==> config.mk <==
export PLATFORM = sky130hd
export DESIGN_NAME = scan_disk_scheduler_flat
export DESIGN_NICKNAME = d
export VERILOG_FILES = /design/src/hw/rtl/sds_pkg.sv /design/src/hw/rtl/sds_in_if.sv /design/src/hw/rtl/sds_out_if.sv /design/src/hw/rtl/sds_store.sv /design/src/hw/rtl/sds_ctrl.sv /design/src/hw/rtl/scan_disk_scheduler.sv /design/src/flat_wrapper.sv
export SDC_FILE = /design/constraint.sdc
export NUM_CORES = 1
export LEC_CHECK = 0
export BUFFER_PORTS_ARGS = -buffer_cell sky130_fd_sc_hd__buf_2
export CAP_MARGIN = 20
export CORE_ASPECT_RATIO = 0.9
export CORE_UTILIZATION = 40
export DETAILED_ROUTE_END_ITERATION = 7
export SLEW_MARGIN = 20
export SYNTH_ARGS = -nofsm -noshare
export SYNTH_HDL_FRONTEND = slang
export SYNTH_HIERARCHICAL = 1
export SYNTH_SLANG_ARGS = --single-unit
==> constraint.sdc <==
create_clock -name clk -period 12 [get_ports clk]
set_input_delay 1.2 -clock clk [delete_from_list [all_inputs] [get_ports clk]]
set_output_delay 1.2 -clock clk [all_outputs]
set_load 0.02 [all_outputs]
==> src/hw/rtl/sds_pkg.sv <==
// Shared types and constants for the SCAN disk scheduler.
// No dependencies; every other file of the block imports this package.
package sds_pkg;

	localparam int MAX_REQUESTS = 32;
	localparam int CYL_BITS     = 16;
	localparam int CNT_W        = $clog2(MAX_REQUESTS + 1);
	localparam int ADDR_W       = $clog2(MAX_REQUESTS);
	localparam int MOV_W        = 17;
	localparam int SIZE_W       = 17;
	localparam int CFG_IDX_W    = 2;
	localparam int CFG_DATA_W   = 17;

	// Configuration register indexes
	localparam logic [CFG_IDX_W-1:0] REG_DISK_SIZE   = 2'd0;
	localparam logic [CFG_IDX_W-1:0] REG_START_HEAD  = 2'd1;
	localparam logic [CFG_IDX_W-1:0] REG_SWEEP_RIGHT = 2'd2;

	// Settings seen by the controller for one run
	typedef struct packed {
		logic [CYL_BITS-1:0] end_cyl;
		logic [CYL_BITS-1:0] head;
		logic                right;
	} sds_cfg_t;

	// Store write port
	typedef struct packed {
		logic              we;
		logic [ADDR_W-1:0] addr;
		logic [CYL_BITS-1:0] data;
	} sds_wr_t;

	// Store read port
	typedef struct packed {
		logic              re;
		logic [ADDR_W-1:0] addr;
	} sds_rd_t;

	// Controller status
	typedef struct packed {
		logic             sched;
		logic [CNT_W-1:0] cnt;
	} sds_stat_t;

endpackage

==> src/hw/rtl/sds_in_if.sv <==
// Request channel: one cylinder request per item.
// Depends on sds_pkg for the cylinder width.
interface sds_in_if;
	import sds_pkg::*;

	logic                valid;
	logic                ready;
	logic [CYL_BITS-1:0] cylinder;
	logic                last_request;

	modport source (output valid, output cylinder, output last_request, input ready);
	modport sink (input valid, input cylinder, input last_request, output ready);
endinterface

==> src/hw/rtl/sds_out_if.sv <==
// Result channel: one position of the seek sequence per item.
// Depends on sds_pkg for the field widths.
interface sds_out_if;
	import sds_pkg::*;

	logic                valid;
	logic                ready;
	logic [CYL_BITS-1:0] position;
	logic [MOV_W-1:0]    total_movement;
	logic                dropped;
	logic                final_step;

	modport source (output valid, output position, output total_movement, output dropped,
		output final_step, input ready);
	modport sink (input valid, input position, input total_movement, input dropped,
		input final_step, output ready);
endinterface

==> src/hw/rtl/sds_store.sv <==
// Request store: one write port, one read port, registered read data.
// Depends on sds_pkg for the port structs.
module sds_store (
	input  logic                         clk,
	input  sds_pkg::sds_wr_t             wr,
	input  sds_pkg::sds_rd_t             rd,
	output logic [sds_pkg::CYL_BITS-1:0] rdata
);
	import sds_pkg::*;

	logic [CYL_BITS-1:0] mem [MAX_REQUESTS];
	logic [CYL_BITS-1:0] rdata_q;

	// Write port
	always_ff @(posedge clk) begin
		if (wr.we) begin
			mem[wr.addr] <= wr.data;
		end
	end

	// Read port, data held until the next read
	always_ff @(posedge clk) begin
		if (rd.re) begin
			rdata_q <= mem[rd.addr];
		end
	end

	assign rdata = rdata_q;
endmodule

==> src/hw/rtl/sds_ctrl.sv <==
// Scheduler control: sorted insertion into the store, split count and
// sequence emission with the output register. Depends on sds_pkg and the
// channel interfaces.
module sds_ctrl (
	input  logic                         clk,
	input  logic                         arst_n,
	input  sds_pkg::sds_cfg_t            cfg,
	sds_in_if.sink                       req,
	sds_out_if.source                    res,
	output sds_pkg::sds_wr_t             wr,
	output sds_pkg::sds_rd_t             rd,
	input  logic [sds_pkg::CYL_BITS-1:0] rdata,
	output sds_pkg::sds_stat_t           stat
);
	import sds_pkg::*;

	localparam logic [1:0] S_LOAD = 2'd0;
	localparam logic [1:0] S_INS  = 2'd1;
	localparam logic [1:0] S_CNT  = 2'd2;
	localparam logic [1:0] S_EMIT = 2'd3;

	localparam logic [1:0] PH_HEAD  = 2'd0;
	localparam logic [1:0] PH_FIRST = 2'd1;
	localparam logic [1:0] PH_END   = 2'd2;
	localparam logic [1:0] PH_RET   = 2'd3;

	localparam logic [CNT_W-1:0] CNT_MAX = CNT_W'(MAX_REQUESTS);
	localparam logic [CNT_W-1:0] CNT_ONE = CNT_W'(1);
	localparam logic [CNT_W-1:0] CNT_TWO = CNT_W'(2);

	logic [1:0]          state_q;
	logic [CNT_W-1:0]    cnt_q;
	logic                ovf_q;
	logic                last_q;
	logic                chk_s1;
	logic                emit_rd_q;
	logic                out_valid_q;

	logic [CYL_BITS-1:0] val_q;
	logic [CNT_W-1:0]    j_q;
	logic [CNT_W-1:0]    idx_q;
	logic [CNT_W-1:0]    split_q;
	logic [1:0]          phase_q;
	logic [ADDR_W-1:0]   ptr_q;
	logic [CNT_W-1:0]    rem_q;
	logic [CYL_BITS-1:0] cur_q;
	logic [MOV_W-1:0]    mov_q;
	logic [CYL_BITS-1:0] out_pos_q;
	logic [MOV_W-1:0]    out_mov_q;
	logic                out_drop_q;
	logic                out_fin_q;

	logic                acc;
	logic                room;
	logic                place;
	logic [CYL_BITS-1:0] sat_rd;
	logic                below;
	logic [CNT_W-1:0]    asc_len;
	logic [CNT_W-1:0]    first_len;
	logic [CNT_W-1:0]    ret_len;
	logic [CNT_W-1:0]    split_m1;
	logic [CNT_W-1:0]    j_m2;
	logic [CNT_W-1:0]    cnt_m1;
	logic [ADDR_W-1:0]   first_start;
	logic [ADDR_W-1:0]   ret_start;
	logic                run_down;
	logic                needs_mem;
	logic                have;
	logic                out_free;
	logic                emit_go;
	logic                fin;
	logic [CYL_BITS-1:0] slot_pos;
	logic [CYL_BITS-1:0] diff;
	logic [MOV_W-1:0]    mov_nx;

	// Handshake and insertion decisions
	assign req.ready = (state_q == S_LOAD);
	assign acc       = req.valid && req.ready;
	assign room      = (cnt_q < CNT_MAX);
	assign place     = (j_q == '0) || !(rdata > val_q);
	assign cnt_m1    = cnt_q - CNT_ONE;
	assign j_m2      = j_q - CNT_TWO;

	// Saturated store data and split test
	assign sat_rd = (rdata > cfg.end_cyl) ? cfg.end_cyl : rdata;
	assign below  = cfg.right ? (sat_rd < cfg.head) : !(sat_rd > cfg.head);

	// Runs: entries below the split descend, the rest ascend
	assign asc_len     = cnt_q - split_q;
	assign split_m1    = split_q - CNT_ONE;
	assign first_len   = cfg.right ? asc_len : split_q;
	assign ret_len     = cfg.right ? split_q : asc_len;
	assign first_start = cfg.right ? split_q[ADDR_W-1:0] : split_m1[ADDR_W-1:0];
	assign ret_start   = cfg.right ? split_m1[ADDR_W-1:0] : split_q[ADDR_W-1:0];
	assign run_down    = (phase_q == PH_FIRST) ? !cfg.right : cfg.right;

	// Current slot of the sequence
	assign needs_mem = phase_q inside {PH_FIRST, PH_RET};
	assign have      = !needs_mem || emit_rd_q;
	assign out_free  = !out_valid_q || res.ready;
	assign emit_go   = (state_q == S_EMIT) && have && out_free;
	assign fin       = ((phase_q == PH_END) && (ret_len == '0)) ||
		((phase_q == PH_RET) && (rem_q == CNT_ONE));

	always_comb begin
		case (phase_q)
			PH_HEAD: slot_pos = cfg.head;
			PH_END:  slot_pos = cfg.right ? cfg.end_cyl : '0;
			default: slot_pos = sat_rd;
		endcase
	end

	assign diff   = (cur_q > slot_pos) ? (cur_q - slot_pos) : (slot_pos - cur_q);
	assign mov_nx = mov_q + MOV_W'(diff);

	// Store port control
	always_comb begin
		wr = '0;
		rd = '0;
		case (state_q)
			S_LOAD: begin
				if (acc && room) begin
					if (cnt_q == '0) begin
						wr.we   = 1'b1;
						wr.addr = '0;
						wr.data = req.cylinder;
					end else begin
						rd.re   = 1'b1;
						rd.addr = cnt_m1[ADDR_W-1:0];
					end
				end
			end
			S_INS: begin
				wr.we   = 1'b1;
				wr.addr = j_q[ADDR_W-1:0];
				wr.data = place ? val_q : rdata;
				if (!place && (j_q >= CNT_TWO)) begin
					rd.re   = 1'b1;
					rd.addr = j_m2[ADDR_W-1:0];
				end
			end
			S_CNT: begin
				if (idx_q < cnt_q) begin
					rd.re   = 1'b1;
					rd.addr = idx_q[ADDR_W-1:0];
				end
			end
			S_EMIT: begin
				if (needs_mem && !emit_rd_q) begin
					rd.re   = 1'b1;
					rd.addr = ptr_q;
				end
			end
			default: ;
		endcase
	end

	// Control state
	always_ff @(posedge clk or negedge arst_n) begin
		if (!arst_n) begin
			state_q     <= S_LOAD;
			cnt_q       <= '0;
			ovf_q       <= 1'b0;
			chk_s1      <= 1'b0;
			emit_rd_q   <= 1'b0;
			out_valid_q <= 1'b0;
		end else begin
			if (emit_go) begin
				out_valid_q <= 1'b1;
			end else if (res.ready) begin
				out_valid_q <= 1'b0;
			end
			case (state_q)
				S_LOAD: begin
					chk_s1 <= 1'b0;
					if (acc) begin
						if (!room) begin
							ovf_q <= 1'b1;
							if (req.last_request) begin
								state_q <= S_CNT;
							end
						end else if (cnt_q == '0) begin
							cnt_q <= CNT_ONE;
							if (req.last_request) begin
								state_q <= S_CNT;
							end
						end else begin
							state_q <= S_INS;
						end
					end
				end
				S_INS: begin
					chk_s1 <= 1'b0;
					if (place) begin
						cnt_q   <= cnt_q + CNT_ONE;
						state_q <= last_q ? S_CNT : S_LOAD;
					end
				end
				S_CNT: begin
					chk_s1    <= (idx_q < cnt_q);
					emit_rd_q <= 1'b0;
					if ((idx_q == cnt_q) && !chk_s1) begin
						state_q <= S_EMIT;
					end
				end
				S_EMIT: begin
					if (needs_mem && !emit_rd_q) begin
						emit_rd_q <= 1'b1;
					end
					if (emit_go) begin
						emit_rd_q <= 1'b0;
						if (fin) begin
							state_q <= S_LOAD;
							cnt_q   <= '0;
							ovf_q   <= 1'b0;
						end
					end
				end
				default: state_q <= S_LOAD;
			endcase
		end
	end

	// Datapath registers
	always_ff @(posedge clk) begin
		case (state_q)
			S_LOAD: begin
				idx_q   <= '0;
				split_q <= '0;
				if (acc) begin
					last_q <= req.last_request;
					val_q  <= req.cylinder;
					j_q    <= cnt_q;
				end
			end
			S_INS: begin
				idx_q   <= '0;
				split_q <= '0;
				if (!place) begin
					j_q <= j_q - CNT_ONE;
				end
			end
			S_CNT: begin
				if (idx_q < cnt_q) begin
					idx_q <= idx_q + CNT_ONE;
				end
				if (chk_s1 && below) begin
					split_q <= split_q + CNT_ONE;
				end
				phase_q <= PH_HEAD;
				cur_q   <= cfg.head;
				mov_q   <= '0;
			end
			S_EMIT: begin
				if (emit_go) begin
					cur_q <= slot_pos;
					mov_q <= mov_nx;
					case (phase_q)
						PH_HEAD: begin
							if (first_len != '0) begin
								phase_q <= PH_FIRST;
								ptr_q   <= first_start;
								rem_q   <= first_len;
							end else begin
								phase_q <= PH_END;
							end
						end
						PH_END: begin
							phase_q <= PH_RET;
							ptr_q   <= ret_start;
							rem_q   <= ret_len;
						end
						default: begin
							if ((phase_q == PH_FIRST) && (rem_q == CNT_ONE)) begin
								phase_q <= PH_END;
							end else begin
								rem_q <= rem_q - CNT_ONE;
								ptr_q <= run_down ? (ptr_q - 1'b1) : (ptr_q + 1'b1);
							end
						end
					endcase
				end
			end
			default: ;
		endcase
	end

	// Output payload
	always_ff @(posedge clk) begin
		if (emit_go) begin
			out_pos_q  <= slot_pos;
			out_mov_q  <= mov_nx;
			out_drop_q <= ovf_q;
			out_fin_q  <= fin;
		end
	end

	assign res.valid          = out_valid_q;
	assign res.position       = out_pos_q;
	assign res.total_movement = out_mov_q;
	assign res.dropped        = out_drop_q;
	assign res.final_step     = out_fin_q;

	assign stat.sched = (state_q == S_CNT) || (state_q == S_EMIT);
	assign stat.cnt   = cnt_q;
endmodule

==> src/hw/rtl/scan_disk_scheduler.sv <==
// SCAN disk scheduler top level: configuration registers, request store
// and controller. Depends on sds_pkg, sds_in_if, sds_out_if, sds_store, sds_ctrl.
//
//   channel   direction  handshake            payload
//   req       in         valid/ready          cylinder, last_request
//   res       out        valid/ready          position, total_movement, dropped, final_step
//   cfg       in         cfg_we (no ready)    cfg_idx, cfg_wdata
//
// A request taken while the store holds entries is inserted in sorted order,
// shifting one store entry per cycle; into an empty store it is written directly.
// After the last request the split point is found with one store read per
// entry, then the n+2 results follow: head, first run, far end, return run. A
// result from the store waits for its registered read, and any result waits
// while the output stalls.
// Reset clears the control state and loads disk_size 200, start_head 0 and
// sweep_right 1; the store itself is not cleared.
module scan_disk_scheduler (
	input  logic                           clk,
	input  logic                           arst_n,
	sds_in_if.sink                         req,
	sds_out_if.source                      res,
	input  logic                           cfg_we,
	input  logic [sds_pkg::CFG_IDX_W-1:0]  cfg_idx,
	input  logic [sds_pkg::CFG_DATA_W-1:0] cfg_wdata
);
	import sds_pkg::*;

	logic [SIZE_W-1:0]   disk_size_q;
	logic [CYL_BITS-1:0] start_head_q;
	logic                sweep_right_q;
	sds_cfg_t            cfg;
	sds_wr_t             wr;
	sds_rd_t             rd;
	sds_stat_t           stat;
	logic [CYL_BITS-1:0] rdata;

	// Configuration registers
	always_ff @(posedge clk or negedge arst_n) begin
		if (!arst_n) begin
			disk_size_q   <= SIZE_W'(200);
			start_head_q  <= '0;
			sweep_right_q <= 1'b1;
		end else if (cfg_we) begin
			case (cfg_idx)
				REG_DISK_SIZE:   disk_size_q   <= cfg_wdata[SIZE_W-1:0];
				REG_START_HEAD:  start_head_q  <= cfg_wdata[CYL_BITS-1:0];
				REG_SWEEP_RIGHT: sweep_right_q <= cfg_wdata[0];
				default: ;
			endcase
		end
	end

	// Far end of the disk: size 0 acts as 1, sizes above 65536 clamp
	always_comb begin
		if (disk_size_q == '0) begin
			cfg.end_cyl = '0;
		end else if (disk_size_q[SIZE_W-1]) begin
			cfg.end_cyl = '1;
		end else begin
			cfg.end_cyl = disk_size_q[CYL_BITS-1:0] - 1'b1;
		end
		cfg.head  = start_head_q;
		cfg.right = sweep_right_q;
	end

	sds_store u_store (
		.clk   (clk),
		.wr    (wr),
		.rd    (rd),
		.rdata (rdata)
	);

	sds_ctrl u_ctrl (
		.clk    (clk),
		.arst_n (arst_n),
		.cfg    (cfg),
		.req    (req),
		.res    (res),
		.wr     (wr),
		.rd     (rd),
		.rdata  (rdata),
		.stat   (stat)
	);

	// Fill count never passes the store depth
	a_cnt_bound: assert property (@(posedge clk) disable iff (!arst_n)
		stat.cnt <= CNT_W'(MAX_REQUESTS))
		else $error("request count above store depth");

	// A request taken into an empty store is counted at once
	a_first_req: assert property (@(posedge clk) disable iff (!arst_n)
		req.valid && req.ready && (stat.cnt == '0) |=> stat.cnt == CNT_W'(1))
		else $error("first request not counted");

	// Scheduling always works on a nonempty batch
	a_sched_nonempty: assert property (@(posedge clk) disable iff (!arst_n)
		stat.sched |-> stat.cnt != '0)
		else $error("scheduling with an empty store");
endmodule
==> src/flat_wrapper.sv <==
// flat-port wrapper written by rule: the top's interface ports become plain ports
module scan_disk_scheduler_flat import sds_pkg::*;
  (clk, arst_n, cfg_we, cfg_idx, cfg_wdata, req_valid, req_cylinder, req_last_request, req_ready, res_valid, res_position, res_total_movement, res_dropped, res_final_step, res_ready);
  sds_in_if req_i ();
  sds_out_if res_i ();
  input  logic clk;
  input  logic arst_n;
  input  logic cfg_we;
  input  logic [sds_pkg::CFG_IDX_W-1:0] cfg_idx;
  input  logic [sds_pkg::CFG_DATA_W-1:0] cfg_wdata;
  input wire logic [$bits(req_i.valid)-1:0] req_valid;
  input wire logic [$bits(req_i.cylinder)-1:0] req_cylinder;
  input wire logic [$bits(req_i.last_request)-1:0] req_last_request;
  output wire logic [$bits(req_i.ready)-1:0] req_ready;
  output wire logic [$bits(res_i.valid)-1:0] res_valid;
  output wire logic [$bits(res_i.position)-1:0] res_position;
  output wire logic [$bits(res_i.total_movement)-1:0] res_total_movement;
  output wire logic [$bits(res_i.dropped)-1:0] res_dropped;
  output wire logic [$bits(res_i.final_step)-1:0] res_final_step;
  input wire logic [$bits(res_i.ready)-1:0] res_ready;
  assign req_i.valid = req_valid;
  assign req_i.cylinder = req_cylinder;
  assign req_i.last_request = req_last_request;
  assign req_ready = req_i.ready;
  assign res_valid = res_i.valid;
  assign res_position = res_i.position;
  assign res_total_movement = res_i.total_movement;
  assign res_dropped = res_i.dropped;
  assign res_final_step = res_i.final_step;
  assign res_i.ready = res_ready;
  scan_disk_scheduler u_core (.clk(clk), .arst_n(arst_n), .req(req_i), .res(res_i), .cfg_we(cfg_we), .cfg_idx(cfg_idx), .cfg_wdata(cfg_wdata));
endmodule
==> run_results.csv, run 1 <==
group,metric,value,unit
status,status,"finished, final reports clean",
synth,syn_area,33300,µm²
worst_hold_path,worstHoldStart,"u_core/start_head_q[10]$_DFFE_PN0P_",
timing,hold_viol_final,0,
critical_path,crit_path_frequent_cell,"a21oi_1",
floorplanning,coreArea,81800,µm²
floorplanning,die_x,306,µm
drt,drtIter0Drc,1977,
cells_and_area,layout.nets,2769,
timing,finalMaxSlewViolations,0,
drt,first_pass_iters,7,
synth,synth_warnings,6,
critical_path,worst_ep_arrival_time,9730,ps
global_route,grt_pass1_vias,20700,
floorplanning,row_count,99,
clocking,cts_max_level,3,
worst_hold_path,hold_path_class,"reg -> reg",
drt,drc,0,
clocking,cts_buffers,76,
clocking,cts_hold_buf,0,
place,hpwl,58.0,mm
floorplanning,die_area,84400,µm²
critical_path,r2r_end,"u_core/u_ctrl/mov_q[16]$_SDFFCE_PN0P_",
worst_hold_path,whs_path_depth,1,
clocking,clock_path_buffers,3,
clocking,clk_latency,660,ps
cells_and_area,drive_gt1_share,13.4,%
critical_path,r2r-start,"u_core/disk_size_q[0]$_DFFE_PN0P_",
clocking,cts_setup_buffers,0,
timing,tightest_slew,1140,ps
drt,routedWlPerCell,23.8,µm
global_route,track_usage,20.9,%
critical_path,path_class,"reg -> reg",
worst_hold_path,min_to,"u_core/start_head_q[10]$_DFFE_PN0P_",
place,io_buffers,77,
synth,avgSynthCellArea,13.3,µm²
critical_path,required,12490,ps
critical_path,critPathCaptureType,"flip-flop",
clocking,cts_tree,"yes",
global_route,grt_pass1_wl,131,mm
drt,totalWireLength,88.5,mm
global_route,overflow,0,
timing,skew,41.1,ps
floorplanning,start_util,40.7,%
cells_and_area,syn2layout_area_growth,12.3,%
timing,setup_viol,0,
critical_path,slowest_delay,700,ps
flow_run,maxCapViolations,0,
drt,vias,21200,
cells_and_area,final_cells,3722,
clocking,cts.clk_slew.worst_paths,70,ps
critical_path,cp-start-kind,"flip-flop",
place,placedCellCount,3584,
floorplanning,fp.dieH,276,µm
critical_path,worstPathMaxFanout,15,
clocking,cts_root_buf,"clkbuf_16",
floorplanning,pin_count,78,
drt,vias_per_cell,5.69,
timing,finalSetupTns,0,ps
critical_path,reg2reg_setup_slack,2750,ps
place,gp_congestion,0.906,
global_route,antenna_found_initial,2,
critical_path,cp_slowest_cell,"a22oi_2",
timing,fmax,108,MHz
clocking,cts_sinks,690,
global_route,grt_max_degree,120,
clocking,ctsResizeCount,0,
timing,period_needed,9250,ps
critical_path,r2r_cells,31,
timing,slew_headroom,23.7,%
synth,synthCells,2499,
drt,postRouteAntennaNets,0,
timing,fin_crit_sh,77.1,%
synth,synth.net_count,2666,
timing,rsz0062_at_grt,"false",
-- worst max-delay path: cells and delay by family, from the launching register on --
| family | cells | cell delay (ps) |
|---|---|---|
| multiplexers | 2 | 740 |
| AND/OR/NAND/NOR | 8 | 2840 |
| XOR/XNOR | 1 | 130 |
| flip-flops | 1 | 390 |
| adder cells (fa/ha/maj) | 4 | 1120 |
| buffers and inverters | 3 | 440 |
| AO/OA/AOI/OAI | 13 | 3410 |
-- layer usage --
layer / vias up / wire (µm) / part of all wire (%) / GRT usage, %
met2: 706 / 39200 / 44 / 31.9
met3: 118 / 6870 / 7.8 / 4.77
met5: - / 12 / 0.014 / 0
met4: 2 / 1970 / 2.2 / 5.74
li1: 9725 / - / - / -
met1: 10600 / 40400 / 46 / 29.8
-- state kept, by name, summed over array words and instances, names as in the netlist, 6 cells and up --
register	count
u_core/disk_size_q	17
u_core/start_head_q	16
u_core/u_ctrl/cnt_q	6
u_core/u_ctrl/cur_q	16
u_core/u_ctrl/idx_q	6
u_core/u_ctrl/j_q	6
u_core/u_ctrl/mov_q	17
u_core/u_ctrl/rem_q	6
u_core/u_ctrl/res.position	16
u_core/u_ctrl/res.total_movement	17
u_core/u_ctrl/split_q	6
u_core/u_ctrl/val_q	16
u_core/u_store/mem	512
u_core/u_store/rdata	16
-- area by class of cell --
type / count / area, µm²
diodes: 2 / 5.00
inverters: 129 / 484
clock inverters: 48 / 510
repair buffers: 149 / 946
flip-flops and latches: 690 / 20500
fillers: 7248 / 44400
well taps: 1060 / 1330
multi-input cells: 1556 / 11600
clock buffers: 88 / 2000
-- worst max-delay path by stage --
stage,from,to,slack (ps),cells past startpoint
floorplan,u_core/disk_size_q[0]$_DFFE_PN0P_,u_core/u_ctrl/mov_q[16]$_SDFFCE_PN0P_,4590,33
global placement,u_core/disk_size_q[0]$_DFFE_PN0P_,u_core/u_ctrl/mov_q[16]$_SDFFCE_PN0P_,2850,31
detailed placement,u_core/disk_size_q[0]$_DFFE_PN0P_,u_core/u_ctrl/mov_q[16]$_SDFFCE_PN0P_,2880,31
CTS,u_core/disk_size_q[0]$_DFFE_PN0P_,u_core/u_ctrl/mov_q[16]$_SDFFCE_PN0P_,2840,31
global route,u_core/disk_size_q[0]$_DFFE_PN0P_,u_core/u_ctrl/mov_q[16]$_SDFFCE_PN0P_,1980,31
finish,u_core/disk_size_q[0]$_DFFE_PN0P_,u_core/u_ctrl/mov_q[16]$_SDFFCE_PN0P_,2750,31
-- placed cells by master (no fill, tap or decap), types with 8 or more instances in the layout --
master / n
ha_1: 121
buf_2: 77
inv_1: 129
clkbuf_16: 77
dfrtp_1: 42
a22oi_1: 70
o21ai_0: 75
and3_1: 8
nand2_1: 125
nor3_1: 48
nor2b_1: 16
clkinv_1: 13
a211oi_1: 28
buf_4: 70
xor2_1: 20
mux2_2: 33
a22o_1: 34
clkbuf_1: 8
o21ai_2: 16
nor2_1: 137
a31oi_1: 26
o21a_1: 10
edfxtp_1: 644
nand2b_1: 17
xnor2_1: 41
and2_1: 21
clkinv_2: 12
mux2i_1: 279
o221ai_1: 18
a21o_1: 44
nand4_1: 34
a21oi_1: 150
nand3_1: 54
-- metrics by stage --
| stage | utilization [%] | setup WS (ps) | hold slack (ps) | instance area [µm²] |
|---|---|---|---|---|
| 2_1_floorplan | - | 4590 | 426 | 33300 |
| 3_3_place_gp | 42.6 | 2850 | 530 | 34800 |
| 3_5_place_dp | 42.6 | 2880 | 540 | 34900 |
| 4_1_cts | 45.7 | 2840 | 551 | 37400 |
| 5_1_grt | 45.7 | 1980 | 560 | 37400 |
| 6_report | 45.7 | 2750 | 559 | 37400 |
Power of run 1 is not shown: default switching activity piles up to over one toggle a cycle in this logic, so the estimate is an artifact.
==> inputs of run 2 (changes only) <==
==> constraint.sdc (replaced) <==
create_clock -name clk -period 8.8 [get_ports clk]
set_input_delay 0.88 -clock clk [delete_from_list [all_inputs] [get_ports clk]]
set_output_delay 0.88 -clock clk [all_outputs]
set_load 0.02 [all_outputs]
==> run 2 against run 1 <==
Against the previous run: core utilization about the same; first-iteration DRC count up 1.1%; final cell count up 0.19%; sequential share of layout area about the same; via count down 0.32%; sequential cell count unchanged; worst setup slack worse by 2400 ps; worst hold slack worse by 200 ps; fmax up 9.9%.
==> run_results.csv, run 2 (synthesis results as in run 1) <==
group,metric,value,unit
status,status,"finished, final reports clean",
drt,routedWlPerCell,23.7,µm
place,pre_cts_ws,454,ps
cells_and_area,final_common_cell,"edfxtp_1",
clocking,cts.clk_slew.worst_paths,60,ps
drt,vias,21100,
cells_and_area,syn2layout_area_growth,12.3,%
drt,postRouteAntennaNets,0,
timing,worst_slack,387,ps
timing,tightest_slew,1120,ps
critical_path,r2r-start,"u_core/disk_size_q[0]$_DFFE_PN0P_",
floorplanning,die_x,306,µm
place,hpwl,58.1,mm
critical_path,slowest_delay,550,ps
flow_run,maxCapViolations,0,
global_route,grt_pass1_wl,131,mm
timing,skew,27.3,ps
critical_path,worstPathMaxFanout,16,
global_route,grt_pass1_vias,20600,
global_route,overflow,0,
critical_path,crit_path_frequent_cell,"a21oi_1",
clocking,cts_tree,"yes",
floorplanning,fp.dieH,276,µm
drt,vias_per_cell,5.66,
worst_hold_path,hold_path_class,"in -> async",
cells_and_area,seq_area,20500,µm²
floorplanning,coreArea,81800,µm²
floorplanning,pin_count,78,
cells_and_area,layout_common_cells,"edfxtp_1 (644), mux2i_1 (276), a21oi_1 (149), nor2_1 (136), inv_1 (129)",
global_route,track_usage,20.8,%
global_route,grt_max_degree,121,
floorplanning,row_count,99,
drt,drc,0,
timing,fmax,119,MHz
clocking,clk_latency,630,ps
clocking,clock_path_buffers,3,
critical_path,required,9280,ps
clocking,cts_root_buf,"clkbuf_16",
cells_and_area,multi_input_area,11600,µm²
clocking,cts_buffers,74,
timing,setup_viol,0,
timing,period_needed,8410,ps
critical_path,critPathCaptureType,"flip-flop",
timing,finalMaxSlewViolations,0,
critical_path,cp_num_buf_inv,5,
critical_path,worst_ep_arrival_time,8890,ps
cells_and_area,regMostFlops,"u_core/u_store/mem",
place,io_buffers,77,
cells_and_area,drive_gt1_share,13.4,%
drt,totalWireLength,88.4,mm
drt,first_pass_iters,6,
cells_and_area,fillCellCount,7291,
drt,drtIter0Drc,1999,
timing,fin_crit_sh,95.6,%
floorplanning,die_area,84400,µm²
clocking,cts_sinks,690,
cells_and_area,layout.nets,2777,
cells_and_area,largest_reg_flops,512,
place,gp_congestion,0.901,
floorplanning,start_util,40.7,%
critical_path,cp_slowest_cell,"or4_1",
critical_path,cp_top_family,"simple AND/OR/NAND/NOR gates",
critical_path,cp-startpoint,"u_core/disk_size_q[0]$_DFFE_PN0P_",
clocking,cts_max_level,3,
timing,slew_headroom,25.0,%
critical_path,cp-start-kind,"flip-flop",
global_route,antenna_found_initial,3,
critical_path,path_class,"reg -> reg",
timing,hold_viol_final,0,
## run 2: cell types whose count changed in the layout (fill, tap and decap cells not counted), moves of 2 or more
cell	change
clkinv_4	-3
mux2i_2	+3
inv_6	-2
mux2i_1	-3
clkinv_2	-3
buf_4	+9
clkbuf_16	-3
clkinv_1	+2
bufinv_16	+2
clkbuf_1	+9
clkbuf_8	-2
clkinvlp_4	-2
## run 2: final cells by class
| type | instances | area share, % |
|---|---|---|
| sequential | 690 | 54.8 |
| timing repair buffer | 159 | 2.75 |
| antenna | 2 | 0.0134 |
| inverter | 129 | 1.30 |
| tap | 1060 | 3.55 |
| multi-input combinational | 1556 | 31.1 |
| clock buffer | 92 | 5.16 |
| clock inverter | 41 | 1.28 |
## run 2: per-stage QoR
step           instances  hold WS (ps)  utilization (%)  TNS, ps  instance area, µm²
5_1_grt             3727           390             45.7    -1.04               37400
4_1_cts             3726           368             45.7        0               37300
3_5_place_dp        3593           537             42.7        0               34900
3_3_place_gp        3592           525             42.7        0               34900
6_report            3729           360             45.7        0               37400
2_1_floorplan       2499           426                -        0               33300
## run 2: final timing paths
kind / end / depth (start not counted) / slack, ps
hold reg to reg: u_core/u_ctrl/res.dropped$_DFFE_PP_ / 0 / 540
hold / removal: u_core/u_ctrl/emit_rd_q$_DFFE_PN0P_ / 2 / 360
max in group asynchronous: u_core/disk_size_q[13]$_DFFE_PN0P_ / 2 / 7950
min in group clk: u_core/u_ctrl/val_q[6]$_DFFE_PP_ / 1 / 440
setup reg to reg: u_core/u_ctrl/mov_q[16]$_SDFFCE_PN0P_ / 34 / 390
setup / recovery: u_core/u_ctrl/mov_q[16]$_SDFFCE_PN0P_ / 34 / 390
## run 2: layer usage
layer	up-vias	share of wire, %	GRT usage (%)
met5	-	0.027	0
met2	735	44	31.5
met3	119	7.0	4.04
met1	10500	47	30.3
met4	4	2.3	5.69
li1	9742	-	-
## run 2: what timing repair did
action | in CTS | in global routing
hold buffers | 0 | 0
resized for setup | 0 | 7
buffers inserted | 0 | 1
endpoints found under the setup margin | 0 | 9
## run 2: worst register-to-register path, delay by kind of cell (launching register included)
kind | cells | cell delay, ps
fa+ha+maj | 5 | 1460
mux | 3 | 820
simple gates | 8 | 2390
xor+xnor | 1 | 220
buf+inv | 5 | 800
compound gates | 12 | 2200
flops | 1 | 390
Power of run 2 is left out for the same reason.
